===== config.mk =====
export PLATFORM = sky130hd
export DESIGN_NAME = reflectance_band_window_detector_core_flat
export DESIGN_NICKNAME = d
export VERILOG_FILES = /design/src/hw/rtl/rbwd_pkg.sv /design/src/hw/rtl/rbwd_req_if.sv /design/src/hw/rtl/rbwd_rsp_if.sv /design/src/hw/rtl/rbwd_ring.sv /design/src/hw/rtl/rbwd_csr.sv /design/src/hw/rtl/reflectance_band_window_detector_core.sv /design/src/flat_wrapper.sv
export SDC_FILE = /design/constraint.sdc
export NUM_CORES = 1
export LEC_CHECK = 0
export BUFFER_PORTS_ARGS = -buffer_cell sky130_fd_sc_hd__buf_2
export CAP_MARGIN = 20
export CELL_PAD_IN_SITES_DETAIL_PLACEMENT = 0
export CELL_PAD_IN_SITES_GLOBAL_PLACEMENT = 2
export CORE_MARGIN = 2
export CORE_UTILIZATION = 44
export CTS_BUF_LIST = sky130_fd_sc_hd__clkbuf_4 sky130_fd_sc_hd__clkbuf_8
export CTS_CLUSTER_SIZE = 16
export DETAILED_ROUTE_END_ITERATION = 8
export PLACE_DENSITY = 0.95
export SLEW_MARGIN = 20
export SYNTH_ARGS = -nofsm -noshare
export SYNTH_HDL_FRONTEND = slang
export SYNTH_HIERARCHICAL = 1
export SYNTH_SLANG_ARGS = --single-unit

===== constraint.sdc =====
create_clock -name clock -period 19.25 [get_ports clock]
set_clock_uncertainty 0.15 [all_clocks]
set_input_delay 3.85 -clock clock [delete_from_list [all_inputs] [get_ports clock]]
set_output_delay 3.85 -clock clock [all_outputs]
set_load 0.02 [all_outputs]

===== src/hw/rtl/rbwd_pkg.sv =====
package rbwd_pkg;

   localparam int SAMPLE_W   = 12;
   localparam int THRESH_W   = 6;
   localparam int MODE_W     = 3;
   localparam int XC_W       = 4;
   localparam int GSUM_OUT_W = 6;
   localparam int CSR_IDX_W  = 3;
   localparam int CSR_DATA_W = 12;

   localparam int WINDOW_DEPTH_DEF = 8;

   // Distance override and crossing tracker constants.
   localparam int unsigned DIST_SUM_LIMIT = 5;
   localparam int unsigned OVR_LEFT_SUM   = 2;
   localparam int unsigned OVR_RIGHT_SUM  = 1;
   localparam int unsigned GSUM_SAT       = 63;
   localparam logic [XC_W-1:0] XC_STATE_A = 4'b0100;
   localparam logic [XC_W-1:0] XC_STATE_B = 4'b0010;

   // Register reset values.
   localparam logic [SAMPLE_W-1:0] GRAY_LOW_RST      = 12'd1500;
   localparam logic [SAMPLE_W-1:0] GRAY_HIGH_RST     = 12'd2500;
   localparam logic [THRESH_W-1:0] LINE_THRESH_RST   = 6'd6;
   localparam logic [SAMPLE_W-1:0] MIRROR_FLOOR_RST  = 12'd0;
   localparam logic [SAMPLE_W-1:0] MIRROR_CEIL_RST   = 12'd400;
   localparam logic [THRESH_W-1:0] MIRROR_THRESH_RST = 6'd4;
   localparam logic [MODE_W-1:0]   TARGET_MODE_RST   = 3'd0;
   localparam logic [SAMPLE_W-1:0] BRIGHT_LIMIT_RST  = 12'd500;

   typedef enum logic [CSR_IDX_W-1:0] {
      CSR_GRAY_LOW      = 3'd0,
      CSR_GRAY_HIGH     = 3'd1,
      CSR_LINE_THRESH   = 3'd2,
      CSR_MIRROR_FLOOR  = 3'd3,
      CSR_MIRROR_CEIL   = 3'd4,
      CSR_MIRROR_THRESH = 3'd5,
      CSR_TARGET_MODE   = 3'd6,
      CSR_BRIGHT_LIMIT  = 3'd7
   } csr_index_type;

   typedef enum logic [MODE_W-1:0] {
      MODE_NONE       = 3'd0,
      MODE_ALL_DARK   = 3'd1,
      MODE_LEFT_DARK  = 3'd2,
      MODE_RIGHT_DARK = 3'd3,
      MODE_MIRROR     = 3'd4
   } mode_type;

   typedef struct packed {
      logic [SAMPLE_W-1:0] gray_low;
      logic [SAMPLE_W-1:0] gray_high;
      logic [THRESH_W-1:0] line_thresh;
      logic [SAMPLE_W-1:0] mirror_floor;
      logic [SAMPLE_W-1:0] mirror_ceil;
      logic [THRESH_W-1:0] mirror_thresh;
      logic [MODE_W-1:0]   target_mode;
      logic [SAMPLE_W-1:0] bright_limit;
   } cfg_type;

   // Count of the two samples that lie strictly between lo and hi.
   function automatic logic [1:0] pair_in_band(logic [SAMPLE_W-1:0] v0,
                                               logic [SAMPLE_W-1:0] v1,
                                               logic [SAMPLE_W-1:0] lo,
                                               logic [SAMPLE_W-1:0] hi);
      logic b0;
      logic b1;
      b0 = (v0 > lo) && (v0 < hi);
      b1 = (v1 > lo) && (v1 < hi);
      return {1'b0, b0} + {1'b0, b1};
   endfunction

endpackage


===== src/hw/rtl/rbwd_req_if.sv =====
interface rbwd_req_if import rbwd_pkg::*; ();
   logic                valid;
   logic                ready;
   logic [SAMPLE_W-1:0] sample_a;
   logic [SAMPLE_W-1:0] sample_b;
   logic [SAMPLE_W-1:0] sample_c;
   logic [SAMPLE_W-1:0] sample_d;
   logic [SAMPLE_W-1:0] sample_e;
   logic [SAMPLE_W-1:0] sample_f;
   logic                detect_pending;
   logic                actuation_busy;
   logic                distance_near;
   logic                at_intersection;
   logic [XC_W-1:0]     crossing_state;

   modport source (output valid, sample_a, sample_b, sample_c, sample_d, sample_e,
                   sample_f, detect_pending, actuation_busy, distance_near,
                   at_intersection, crossing_state, input ready);
   modport sink   (input valid, sample_a, sample_b, sample_c, sample_d, sample_e,
                   sample_f, detect_pending, actuation_busy, distance_near,
                   at_intersection, crossing_state, output ready);
endinterface


===== src/hw/rtl/rbwd_rsp_if.sv =====
interface rbwd_rsp_if import rbwd_pkg::*; ();
   logic                  valid;
   logic                  ready;
   logic                  line_found;
   logic                  target_found;
   logic                  mirror_found;
   logic [GSUM_OUT_W-1:0] gray_window_sum;

   modport source (output valid, line_found, target_found, mirror_found,
                   gray_window_sum, input ready);
   modport sink   (input valid, line_found, target_found, mirror_found,
                   gray_window_sum, output ready);
endinterface


===== src/hw/rtl/rbwd_ring.sv =====
// History line of 2-bit counts with a running sum that includes the entry
// being pushed in this cycle.
module rbwd_ring #(
   parameter int DEPTH = 8
) (
   input  logic                              clock,
   input  logic                              reset,
   input  logic                              shift_en,
   input  logic                              clear,
   input  logic [1:0]                        din,
   output logic [$clog2(2*DEPTH+1)-1:0]      sum
);

   localparam int SUM_W = $clog2(2*DEPTH+1);

   logic [1:0]       tap_ff [DEPTH];
   logic [1:0]       tap_in [DEPTH];
   logic [SUM_W-1:0] sum_ff;
   logic [SUM_W-1:0] sum_in;

   // The oldest entry leaves as the new one enters.
   assign sum = sum_ff + SUM_W'(din) - SUM_W'(tap_ff[DEPTH-1]);

   always_comb begin
      for (int i = 0; i < DEPTH; i++) begin
         if (clear) begin
            tap_in[i] = 2'd0;
         end else if (i == 0) begin
            tap_in[i] = din;
         end else begin
            tap_in[i] = tap_ff[i-1];
         end
      end
      sum_in = clear ? '0 : sum;
   end

   always_ff @(posedge clock) begin
      if (reset) begin
         for (int i = 0; i < DEPTH; i++) begin
            tap_ff[i] <= 2'd0;
         end
         sum_ff <= '0;
      end else if (shift_en) begin
         tap_ff <= tap_in;
         sum_ff <= sum_in;
      end
   end

endmodule


===== src/hw/rtl/rbwd_csr.sv =====
// Configuration register file, write only.
module rbwd_csr import rbwd_pkg::*; (
   input  logic                  clock,
   input  logic                  reset,
   input  logic                  wr_en,
   input  logic [CSR_IDX_W-1:0]  index,
   input  logic [CSR_DATA_W-1:0] wdata,
   output cfg_type               cfg
);

   cfg_type cfg_ff;

   assign cfg = cfg_ff;

   always_ff @(posedge clock) begin
      if (reset) begin
         cfg_ff.gray_low      <= GRAY_LOW_RST;
         cfg_ff.gray_high     <= GRAY_HIGH_RST;
         cfg_ff.line_thresh   <= LINE_THRESH_RST;
         cfg_ff.mirror_floor  <= MIRROR_FLOOR_RST;
         cfg_ff.mirror_ceil   <= MIRROR_CEIL_RST;
         cfg_ff.mirror_thresh <= MIRROR_THRESH_RST;
         cfg_ff.target_mode   <= TARGET_MODE_RST;
         cfg_ff.bright_limit  <= BRIGHT_LIMIT_RST;
      end else if (wr_en) begin
         unique case (index)
            CSR_GRAY_LOW:      cfg_ff.gray_low      <= wdata[SAMPLE_W-1:0];
            CSR_GRAY_HIGH:     cfg_ff.gray_high     <= wdata[SAMPLE_W-1:0];
            CSR_LINE_THRESH:   cfg_ff.line_thresh   <= wdata[THRESH_W-1:0];
            CSR_MIRROR_FLOOR:  cfg_ff.mirror_floor  <= wdata[SAMPLE_W-1:0];
            CSR_MIRROR_CEIL:   cfg_ff.mirror_ceil   <= wdata[SAMPLE_W-1:0];
            CSR_MIRROR_THRESH: cfg_ff.mirror_thresh <= wdata[THRESH_W-1:0];
            CSR_TARGET_MODE:   cfg_ff.target_mode   <= wdata[MODE_W-1:0];
            CSR_BRIGHT_LIMIT:  cfg_ff.bright_limit  <= wdata[SAMPLE_W-1:0];
            default: ;
         endcase
      end
   end

endmodule


===== src/hw/rtl/reflectance_band_window_detector_core.sv =====
// Reflectance band window detector. Each request carries one frame of six
// reflectance samples and the robot status flags, and produces exactly one
// response: line_found, target_found, mirror_found and the gray window sum.
// A request is taken every clock cycle when the response side keeps up; a
// frame is registered in the input register on acceptance, and its response
// is registered in the result register when that frame moves on. A response
// that is not taken holds the frame behind it in the input register, and the
// request side stalls only when both are occupied. The single pass per frame
// is possible because each history window keeps a running sum that is
// updated with the entering and leaving entry instead of being re-added over
// the whole window. Configuration is written through the csr_ port; it must
// be written only while no request is in flight, which the block itself does
// not enforce. Writes take effect at once.
module reflectance_band_window_detector_core import rbwd_pkg::*; #(
   parameter int WINDOW_DEPTH = WINDOW_DEPTH_DEF
) (
   input  logic                  clock,
   input  logic                  reset,
   rbwd_req_if.sink              req_ch,
   rbwd_rsp_if.source            rsp_ch,
   input  logic                  csr_wr_en,
   input  logic [CSR_IDX_W-1:0]  csr_index,
   input  logic [CSR_DATA_W-1:0] csr_wdata
);

   // Width of one side's window sum, of the left plus right total, and a
   // compare width wide enough for the total and the 6-bit thresholds.
   localparam int LSUM_W  = $clog2(2*WINDOW_DEPTH+1);
   localparam int TOT_W   = LSUM_W + 1;
   localparam int CMP_W   = (TOT_W > THRESH_W) ? TOT_W : THRESH_W;
   localparam int MCMP_W  = (LSUM_W > THRESH_W) ? LSUM_W : THRESH_W;

   cfg_type cfg;

   rbwd_csr u_csr (
      .clock (clock),
      .reset (reset),
      .wr_en (csr_wr_en),
      .index (csr_index),
      .wdata (csr_wdata),
      .cfg   (cfg)
   );

   // Input register stage.
   logic                s1_valid_ff;
   logic                s1_valid_in;
   logic [SAMPLE_W-1:0] sa_ff, sb_ff, sc_ff, sd_ff, se_ff, sf_ff;
   logic                pending_ff, busy_ff, near_ff, inter_ff;
   logic [XC_W-1:0]     xc_ff;

   // Result register stage.
   logic                  rsp_valid_ff;
   logic                  rsp_valid_in;
   logic                  line_ff, target_ff, mirror_ff;
   logic [GSUM_OUT_W-1:0] gsum_ff;

   logic req_take;
   logic advance;

   // The frame in the input register moves on whenever the result register is
   // empty or its response is being taken in this same cycle.
   assign advance      = s1_valid_ff && (!rsp_valid_ff || rsp_ch.ready);
   assign req_ch.ready = !s1_valid_ff || advance;
   assign req_take     = req_ch.valid && req_ch.ready;

   always_comb begin
      s1_valid_in = s1_valid_ff;
      if (req_take) begin
         s1_valid_in = 1'b1;
      end else if (advance) begin
         s1_valid_in = 1'b0;
      end
      rsp_valid_in = rsp_valid_ff;
      if (advance) begin
         rsp_valid_in = 1'b1;
      end else if (rsp_ch.ready) begin
         rsp_valid_in = 1'b0;
      end
   end

   always_ff @(posedge clock) begin
      if (reset) begin
         s1_valid_ff  <= 1'b0;
         rsp_valid_ff <= 1'b0;
      end else begin
         s1_valid_ff  <= s1_valid_in;
         rsp_valid_ff <= rsp_valid_in;
      end
   end

   always_ff @(posedge clock) begin
      if (req_take) begin
         sa_ff      <= req_ch.sample_a;
         sb_ff      <= req_ch.sample_b;
         sc_ff      <= req_ch.sample_c;
         sd_ff      <= req_ch.sample_d;
         se_ff      <= req_ch.sample_e;
         sf_ff      <= req_ch.sample_f;
         pending_ff <= req_ch.detect_pending;
         busy_ff    <= req_ch.actuation_busy;
         near_ff    <= req_ch.distance_near;
         inter_ff   <= req_ch.at_intersection;
         xc_ff      <= req_ch.crossing_state;
      end
   end

   // Per-frame band counts: left pair is d and f, right pair is c and e.
   logic [1:0] gray_left_cnt;
   logic [1:0] gray_right_cnt;
   logic [1:0] mirror_cnt;

   assign gray_left_cnt  = pair_in_band(sd_ff, sf_ff, cfg.gray_low, cfg.gray_high);
   assign gray_right_cnt = pair_in_band(sc_ff, se_ff, cfg.gray_low, cfg.gray_high);
   assign mirror_cnt     = pair_in_band(sc_ff, se_ff, cfg.mirror_floor, cfg.mirror_ceil);

   logic              mode_mirror;
   logic              mirror_shift;
   logic              line_hit;
   logic              mirror_hit;
   logic              target_hit;
   logic [LSUM_W-1:0] lsum, rsum, msum;

   assign mode_mirror  = (cfg.target_mode == MODE_MIRROR);
   // The mirror window only records frames seen in mirror mode.
   assign mirror_shift = advance && mode_mirror;

   rbwd_ring #(.DEPTH(WINDOW_DEPTH)) u_left_ring (
      .clock    (clock),
      .reset    (reset),
      .shift_en (advance),
      .clear    (line_hit),
      .din      (gray_left_cnt),
      .sum      (lsum)
   );

   rbwd_ring #(.DEPTH(WINDOW_DEPTH)) u_right_ring (
      .clock    (clock),
      .reset    (reset),
      .shift_en (advance),
      .clear    (line_hit),
      .din      (gray_right_cnt),
      .sum      (rsum)
   );

   rbwd_ring #(.DEPTH(WINDOW_DEPTH)) u_mirror_ring (
      .clock    (clock),
      .reset    (reset),
      .shift_en (mirror_shift),
      .clear    (mirror_hit),
      .din      (mirror_cnt),
      .sum      (msum)
   );

   // Gray total with the distance override: near the obstacle a large total
   // is replaced by a fixed left and right contribution.
   logic [TOT_W-1:0] raw_total;
   logic [TOT_W-1:0] gray_total;
   logic [CMP_W-1:0] gray_total_cmp;

   assign raw_total = TOT_W'(lsum) + TOT_W'(rsum);

   always_comb begin
      if (near_ff && (raw_total > TOT_W'(DIST_SUM_LIMIT))) begin
         gray_total = TOT_W'(OVR_LEFT_SUM) + TOT_W'(OVR_RIGHT_SUM);
      end else begin
         gray_total = raw_total;
      end
   end

   assign gray_total_cmp = CMP_W'(gray_total);

   // A line is reported only when nothing else holds a detection; the gray
   // windows are then cleared.
   assign line_hit = !pending_ff && !busy_ff &&
                     (gray_total_cmp > CMP_W'(cfg.line_thresh));

   logic [GSUM_OUT_W-1:0] gsum_sat;

   assign gsum_sat = (gray_total_cmp > CMP_W'(GSUM_SAT)) ? GSUM_OUT_W'(GSUM_SAT)
                                                         : gray_total_cmp[GSUM_OUT_W-1:0];

   // Dark pattern checks. Sensors a to d must all be dark; e and f decide the
   // pattern. Side patterns need one sensor clearly bright.
   logic dark_abcd;
   logic dark_e, dark_f;
   logic bright_e, bright_f;
   logic xc_ok;

   assign dark_abcd = (sa_ff > cfg.gray_high) && (sb_ff > cfg.gray_high) &&
                      (sc_ff > cfg.gray_high) && (sd_ff > cfg.gray_high);
   assign dark_e    = se_ff > cfg.gray_high;
   assign dark_f    = sf_ff > cfg.gray_high;
   assign bright_e  = se_ff < cfg.bright_limit;
   assign bright_f  = sf_ff < cfg.bright_limit;
   assign xc_ok     = (xc_ff == XC_STATE_A) || (xc_ff == XC_STATE_B);

   // Mirror detection compares the window against half the threshold.
   logic [THRESH_W-1:0] mirror_half;

   assign mirror_half = cfg.mirror_thresh >> 1;

   always_comb begin
      target_hit = 1'b0;
      mirror_hit = 1'b0;
      unique case (cfg.target_mode)
         MODE_ALL_DARK:   target_hit = dark_abcd && dark_e && dark_f && xc_ok;
         MODE_LEFT_DARK:  target_hit = dark_abcd && bright_e && dark_f && !inter_ff;
         MODE_RIGHT_DARK: target_hit = dark_abcd && dark_e && bright_f && !inter_ff;
         MODE_MIRROR:     mirror_hit = (MCMP_W'(msum) > MCMP_W'(mirror_half)) && !inter_ff;
         // No pattern check, also for the unused mode codes.
         default: ;
      endcase
   end

   always_ff @(posedge clock) begin
      if (advance) begin
         line_ff   <= line_hit;
         target_ff <= target_hit;
         mirror_ff <= mirror_hit;
         gsum_ff   <= gsum_sat;
      end
   end

   assign rsp_ch.valid           = rsp_valid_ff;
   assign rsp_ch.line_found      = line_ff;
   assign rsp_ch.target_found    = target_ff;
   assign rsp_ch.mirror_found    = mirror_ff;
   assign rsp_ch.gray_window_sum = gsum_ff;

endmodule


===== src/flat_wrapper.sv =====
// flat-port wrapper written by rule: the top's interface ports become plain ports
module reflectance_band_window_detector_core_flat import rbwd_pkg::*;
#(
   parameter int WINDOW_DEPTH = WINDOW_DEPTH_DEF
)
  (clock, reset, csr_wr_en, csr_index, csr_wdata, req_ch_valid, req_ch_sample_a, req_ch_sample_b, req_ch_sample_c, req_ch_sample_d, req_ch_sample_e, req_ch_sample_f, req_ch_detect_pending, req_ch_actuation_busy, req_ch_distance_near, req_ch_at_intersection, req_ch_crossing_state, req_ch_ready, rsp_ch_valid, rsp_ch_line_found, rsp_ch_target_found, rsp_ch_mirror_found, rsp_ch_gray_window_sum, rsp_ch_ready);
  rbwd_req_if req_ch_i ();
  rbwd_rsp_if rsp_ch_i ();
  input  logic clock;
  input  logic reset;
  input  logic csr_wr_en;
  input  logic [CSR_IDX_W-1:0] csr_index;
  input  logic [CSR_DATA_W-1:0] csr_wdata;
  input wire logic [$bits(req_ch_i.valid)-1:0] req_ch_valid;
  input wire logic [$bits(req_ch_i.sample_a)-1:0] req_ch_sample_a;
  input wire logic [$bits(req_ch_i.sample_b)-1:0] req_ch_sample_b;
  input wire logic [$bits(req_ch_i.sample_c)-1:0] req_ch_sample_c;
  input wire logic [$bits(req_ch_i.sample_d)-1:0] req_ch_sample_d;
  input wire logic [$bits(req_ch_i.sample_e)-1:0] req_ch_sample_e;
  input wire logic [$bits(req_ch_i.sample_f)-1:0] req_ch_sample_f;
  input wire logic [$bits(req_ch_i.detect_pending)-1:0] req_ch_detect_pending;
  input wire logic [$bits(req_ch_i.actuation_busy)-1:0] req_ch_actuation_busy;
  input wire logic [$bits(req_ch_i.distance_near)-1:0] req_ch_distance_near;
  input wire logic [$bits(req_ch_i.at_intersection)-1:0] req_ch_at_intersection;
  input wire logic [$bits(req_ch_i.crossing_state)-1:0] req_ch_crossing_state;
  output wire logic [$bits(req_ch_i.ready)-1:0] req_ch_ready;
  output wire logic [$bits(rsp_ch_i.valid)-1:0] rsp_ch_valid;
  output wire logic [$bits(rsp_ch_i.line_found)-1:0] rsp_ch_line_found;
  output wire logic [$bits(rsp_ch_i.target_found)-1:0] rsp_ch_target_found;
  output wire logic [$bits(rsp_ch_i.mirror_found)-1:0] rsp_ch_mirror_found;
  output wire logic [$bits(rsp_ch_i.gray_window_sum)-1:0] rsp_ch_gray_window_sum;
  input wire logic [$bits(rsp_ch_i.ready)-1:0] rsp_ch_ready;
  assign req_ch_i.valid = req_ch_valid;
  assign req_ch_i.sample_a = req_ch_sample_a;
  assign req_ch_i.sample_b = req_ch_sample_b;
  assign req_ch_i.sample_c = req_ch_sample_c;
  assign req_ch_i.sample_d = req_ch_sample_d;
  assign req_ch_i.sample_e = req_ch_sample_e;
  assign req_ch_i.sample_f = req_ch_sample_f;
  assign req_ch_i.detect_pending = req_ch_detect_pending;
  assign req_ch_i.actuation_busy = req_ch_actuation_busy;
  assign req_ch_i.distance_near = req_ch_distance_near;
  assign req_ch_i.at_intersection = req_ch_at_intersection;
  assign req_ch_i.crossing_state = req_ch_crossing_state;
  assign req_ch_ready = req_ch_i.ready;
  assign rsp_ch_valid = rsp_ch_i.valid;
  assign rsp_ch_line_found = rsp_ch_i.line_found;
  assign rsp_ch_target_found = rsp_ch_i.target_found;
  assign rsp_ch_mirror_found = rsp_ch_i.mirror_found;
  assign rsp_ch_gray_window_sum = rsp_ch_i.gray_window_sum;
  assign rsp_ch_i.ready = rsp_ch_ready;
  reflectance_band_window_detector_core #(.WINDOW_DEPTH(WINDOW_DEPTH)) u_core (.clock(clock), .reset(reset), .req_ch(req_ch_i), .rsp_ch(rsp_ch_i), .csr_wr_en(csr_wr_en), .csr_index(csr_index), .csr_wdata(csr_wdata));
endmodule

==> impl_metrics.ini, run 1 <==
[detailed_routing]
drc = 0
vias = 10100
routed_via_density = 5.36
dr.pass1.iters = 4
avgRoutedWirePerCell_um = 17.6
drt_iter0_drc = 552
totalWireLength_mm = 33.3
ant_nets = 0

[pwr]
power_switching_mw = 0.413
power_mw = 1.36
powerDensity_mw_per_mm2 = 86.9
vdd_drop_max_mv = 0.103
clockPowerShare = 0.352
sequentialPowerShare = 0.405
p_leak_nw = 7.02
combPwrFrac = 0.243
p_int_mw = 0.948
netSwitchingFraction = 0.303

[finish]
nNetsFinal = 1791
final_area_mm2 = 0.0157
diodes = 0
fin_util = 0.508
nFillCells = 2863
fin_cells = 1891
area_growth_pct = 13.2
drive_above_1_share = 0.136
layout_common_cells = ha_1, dfxtp_1, nand2b_1, a21oi_1, buf_2
final_common_cell = ha_1

[clock_tree]
ctsHoldBuffers = 0
cts_sinks = 228
cts-root-buf = clkbuf_8
numCtsBuffers = 41
cts_max_path_buffers = 3
post_cts_buffers = 0
clkLatencyLatePin_ns = 0.55
clkSlewWorstSetupHoldPaths_ns = 0.06
htree_levels = 2
post_cts_resized = 0
cts_tree = yes

[logic_synthesis]
synth_nets = 1674
avgSynthCellArea_um2 = 10.3
syn_inst = 1345
synth_area_mm2 = 0.0138
ys.warnings.count = 6

[worst_setup_path]
r2r-end = u_core/u_left_ring/sum_ff[4]
cp-endpoint = req_ch_ready
r2r_setup_slack_ns = 11.59
critPathCaptureType = output pin
path_max_fanout = 4
rr_worst_depth = 36
required_ns = 15.25
r2r-start = u_core/u_csr/cfg[58]
crit_start = rsp_ch_ready
cp_data_arrival_time_ns = 4.55
worstSetupStartpointType = input pin
setup.worst_path.class = in -> out

[sta]
finalMaxSlewViolations = 0
timing.slew.headroom = 0.320
setup_tns_ns = 0
hold_viol = 0
max_freq_ghz = 0.117
worst-slew-pin-transition_ns = 1.02
whs_ns = 0.317
worst_slack_ns = 10.70
rsz0062_at_grt = false
fin_crit_ns = 8.55
setup_viol = 0
finalCritPeriodShare = 0.444

[min_path]
hold_class = reg -> reg

[die]
core-area_mm2 = 0.0308
start_util = 0.449
io_pins = 111
chipHeight_um = 181
rows = 64
fp.dieW_um = 181
dieArea_mm2 = 0.0329

[global_routing]
grt_pass1_wl_mm = 53.2
grt_usage = 0.203
grt_overflow = 0
grt_pass1_vias = 10000
grt_max_degree = 97
antenna_found_initial = 1

[placed_design]
hpwl_mm = 24.4
dpl.cell_count = 1814
place_area_mm2 = 0.0148
gp_congestion = 0.802
portBuffers = 110
preCtsSetupSlack_ns = 10.69

[run]
cap_violations = 0

[run_status]
status = complete, no violations
==> worst min path at each step <==
stage                                     from                         endpoint  slack (ns)  cells after the start
6_report          u_core/u_left_ring/tap_ff[3]     u_core/u_left_ring/tap_ff[3]        0.32                      2
5_1_grt        u_core/u_mirror_ring/tap_ff[15]  u_core/u_mirror_ring/tap_ff[15]        0.34                      2
4_1_cts        u_core/u_mirror_ring/tap_ff[13]  u_core/u_mirror_ring/tap_ff[13]        0.32                      2
3_5_place_dp   u_core/u_mirror_ring/tap_ff[15]  u_core/u_mirror_ring/tap_ff[15]        0.31                      2
3_3_place_gp   u_core/u_mirror_ring/tap_ff[15]  u_core/u_mirror_ring/tap_ff[15]        0.30                      2
2_1_floorplan   u_core/u_mirror_ring/tap_ff[5]   u_core/u_mirror_ring/tap_ff[5]        0.30                      2
==> registers in the layout (all words and copies together), names as in the netlist, 16 cells and up <==
register	count
u_core/u_csr/cfg	74
u_core/u_left_ring/tap_ff	16
u_core/u_mirror_ring/tap_ff	16
u_core/u_right_ring/tap_ff	16
==> power groups by stage <==
stage / Combinational [mW] / Clock, mW / Sequential [mW]
2_1_floorplan: 0.240 / 0 / 0.561
3_3_place_gp: 0.321 / 0 / 0.561
3_5_place_dp: 0.329 / 0 / 0.561
4_1_cts: 0.333 / 0.492 / 0.551
5_1_grt: 0.373 / 0.518 / 0.555
6_report: 0.331 / 0.479 / 0.551
==> layout make-up <==
class | count | area, um2 | share of cell area
Clock buffer | 60 | 757 | 0.0483
Sequential cell | 228 | 5460 | 0.348
Multi-Input combinational cell | 966 | 7820 | 0.499
Inverter | 105 | 394 | 0.0252
Timing Repair Buffer | 120 | 636 | 0.0406
Clock inverter | 16 | 108 | 0.00687
Tap cell | 396 | 495 | 0.0316
==> worst max-delay path, cell delays in order <==
cell and delay, ns:
buf_2 0.10, nor2b_1 0.30, nand2_1 0.12, buf_2 0.17
==> metal layers <==
metal,track usage,vias to the layer above,share of wire
li1,-,5104,-
met2,0.333,183,0.46
met5,0,-,0
met3,0.0313,53,0.042
met4,0.0589,0,0.022
met1,0.277,4791,0.48
No activity file was read; power rests on OpenSTA's default activity.
==> inputs of run 2 (changes only) <==
--- a/config.mk
+++ b/config.mk
@@ -10,7 +10,7 @@
 export CELL_PAD_IN_SITES_DETAIL_PLACEMENT = 0
 export CELL_PAD_IN_SITES_GLOBAL_PLACEMENT = 2
 export CORE_MARGIN = 2
-export CORE_UTILIZATION = 44
+export CORE_UTILIZATION = 41
 export CTS_BUF_LIST = sky130_fd_sc_hd__clkbuf_4 sky130_fd_sc_hd__clkbuf_8
 export CTS_CLUSTER_SIZE = 16
 export DETAILED_ROUTE_END_ITERATION = 8
==> constraint.sdc (replaced) <==
create_clock -name clock -period 8.4 [get_ports clock]
set_clock_uncertainty 0.15 [all_clocks]
set_input_delay 1.68 -clock clock [delete_from_list [all_inputs] [get_ports clock]]
set_output_delay 1.68 -clock clock [all_outputs]
set_load 0.02 [all_outputs]
==> run 2 against run 1 <==
Sequential share of layout area decreased by 0.10 points. Non-clock buffer count down 2. Clock power is 120% higher. Count of clock-buffer cells in the layout grew 3. Largest power group unchanged.
==> impl_metrics.ini, run 2 (synthesis gave the netlist of run 1 again) <==
[detailed_routing]
routed_via_density = 5.25
dr.pass1.iters = 5
drt_iter0_drc = 496
drc = 0
totalWireLength_mm = 35.1
avgRoutedWirePerCell_um = 18.1
ant_nets = 0
vias = 10200

[placed_design]
preCtsSetupSlack_ns = 0.790
hpwl_mm = 25.7
place_area_mm2 = 0.0149
gp_congestion = 0.879
dpl.cell_count = 1865
portBuffers = 110

[finish]
multi_input_area_mm2 = 0.00783
layout_common_cells = ha_1, dfxtp_1, nand2b_1, a21oi_1, buf_2
nNetsFinal = 1790
largest_register_ffs = 74
fin_cells = 1943
drive_above_1_share = 0.137
regArea_mm2 = 0.00546
final_common_cell = ha_1
final_area_mm2 = 0.0157
nFillCells = 3202
area_growth_pct = 13.5

[run]
cap_violations = 0

[clock_tree]
cts_sinks = 228
clkLatencyLatePin_ns = 0.58
htree_levels = 2
clkSlewWorstSetupHoldPaths_ns = 0.06
cts_max_path_buffers = 3
cts_tree = yes
numCtsBuffers = 42
ctsHoldBuffers = 0
cts-root-buf = clkbuf_8

[global_routing]
grt_pass1_vias = 10100
grt_pass1_wl_mm = 55.2
grt_overflow = 0
grt_max_degree = 149
grt_usage = 0.199
antenna_found_initial = 5

[worst_setup_path]
setup.worst_path.class = reg -> reg
critPathCaptureType = flip-flop
required_ns = 8.67
cpPeakStageDelay_ns = 0.53
r2r-end = u_core/u_left_ring/sum_ff[4]
cp_slowest_cell = fa_1
path_max_fanout = 43
rr_worst_depth = 36
worstSetupStartpointType = flip-flop
r2r-start = u_core/u_csr/cfg[56]
cp_data_arrival_time_ns = 7.82
cp_common_cell = ha_1
r2r_setup_slack_ns = 0.85

[sta]
worst-slew-pin-transition_ns = 0.862
finalCritPeriodShare = 0.899
fin_crit_ns = 7.55
hold_viol = 0
setup_tns_ns = 0
timing.slew.headroom = 0.426
setup_viol = 0
max_freq_ghz = 0.132
worst_slack_ns = 0.847
finalMaxSlewViolations = 0
rsz0062_at_grt = false

[min_path]
hold_class = reg -> reg
worst_hold_startpoint = u_core/u_left_ring/tap_ff[11]
min_path_cells = 2
whs_endpoint = u_core/u_left_ring/tap_ff[11]

[pwr]
netSwitchingFraction = 0.308
power_switching_mw = 0.953
clockPowerShare = 0.343
sequentialPowerShare = 0.410
vdd_drop_max_mv = 0.242
p_leak_nw = 7.01
powerDensity_mw_per_mm2 = 197
p_int_mw = 2.14
combPwrFrac = 0.247

[die]
fp.dieW_um = 188
dieArea_mm2 = 0.0353
io_pins = 111
chipHeight_um = 188
core-area_mm2 = 0.0334
rows = 67
start_util = 0.415

[run_status]
status = complete, no violations
==> run 2: cell types whose count changed in the layout (fill, tap and decap cells not counted), sizes merged, moves of 2 or more <==
cell and change:
inv -2, clkbuf +3, buf -2, diode +2
==> run 2: per-stage QoR <==
step           utilization  total power, mW  hold WS, ns
2_1_floorplan            -             1.83        0.295
3_5_place_dp         0.446             2.04        0.310
5_1_grt              0.471             3.28        0.337
3_3_place_gp         0.445             2.03        0.306
4_1_cts              0.471             3.13        0.319
6_report             0.471             3.09        0.319
==> run 2: power groups by stage <==
stage	Sequential (mW)	Combinational (mW)	Clock, mW
final	1.27	0.763	1.06
after global routing	1.27	0.863	1.15
after CTS	1.27	0.765	1.10
after detailed placement	1.29	0.755	0
after global placement	1.29	0.741	0
after floorplan	1.29	0.549	0
==> run 2: repair_timing <==
action | in CTS | in global routing
gates resized for setup | 0 | 1
hold endpoints to repair | 0 | 0
setup buffers | 0 | 0
setup endpoints to repair | 0 | 1
==> run 2: worst max path at each step <==
| stage | start | endpoint | slack, ns |
|---|---|---|---|
| after global routing | u_core/u_csr/cfg[56] | u_core/u_left_ring/sum_ff[4] | 0.07 |
| after CTS | u_core/u_csr/cfg[56] | u_core/u_left_ring/sum_ff[4] | 0.76 |
| final | u_core/u_csr/cfg[56] | u_core/u_left_ring/sum_ff[4] | 0.85 |
| after global placement | u_core/u_csr/cfg[56] | u_core/u_left_ring/sum_ff[4] | 1.0 |
| after floorplan | u_core/sc_ff[7] | u_core/u_left_ring/sum_ff[4] | 1.64 |
| after detailed placement | u_core/u_csr/cfg[56] | u_core/u_left_ring/sum_ff[4] | 0.79 |
==> run 2: critical path, delay by kind of cell, from the launching register on <==
family	cells	cell delay [ns]
flip-flops	1	0.31
AND/OR/NAND/NOR	9	1.26
XOR/XNOR	3	0.56
AO/OA/AOI/OAI	14	2.35
adder cells (fa/ha/maj)	6	2.07
buffers and inverters	4	0.72
==> run 2: area by class of cell <==
cell class                 count  area share
multi-input combinational    966       0.499
clock buffer                  63      0.0484
sequential                   228       0.347
clock inverter                13     0.00430
tap                          448      0.0357
timing repair buffer         118      0.0405
inverter                     105      0.0251
antenna                        2    0.000318
==> run 2: routing by layer <==
| metal | routed length, um | up-vias | GRT usage |
|---|---|---|---|
| met4 | 637 | 6 | 0.0506 |
| li1 | - | 5104 | - |
| met3 | 2010 | 56 | 0.0451 |
| met5 | 39 | - | 0 |
| met2 | 16000 | 212 | 0.324 |
| met1 | 16400 | 4826 | 0.268 |
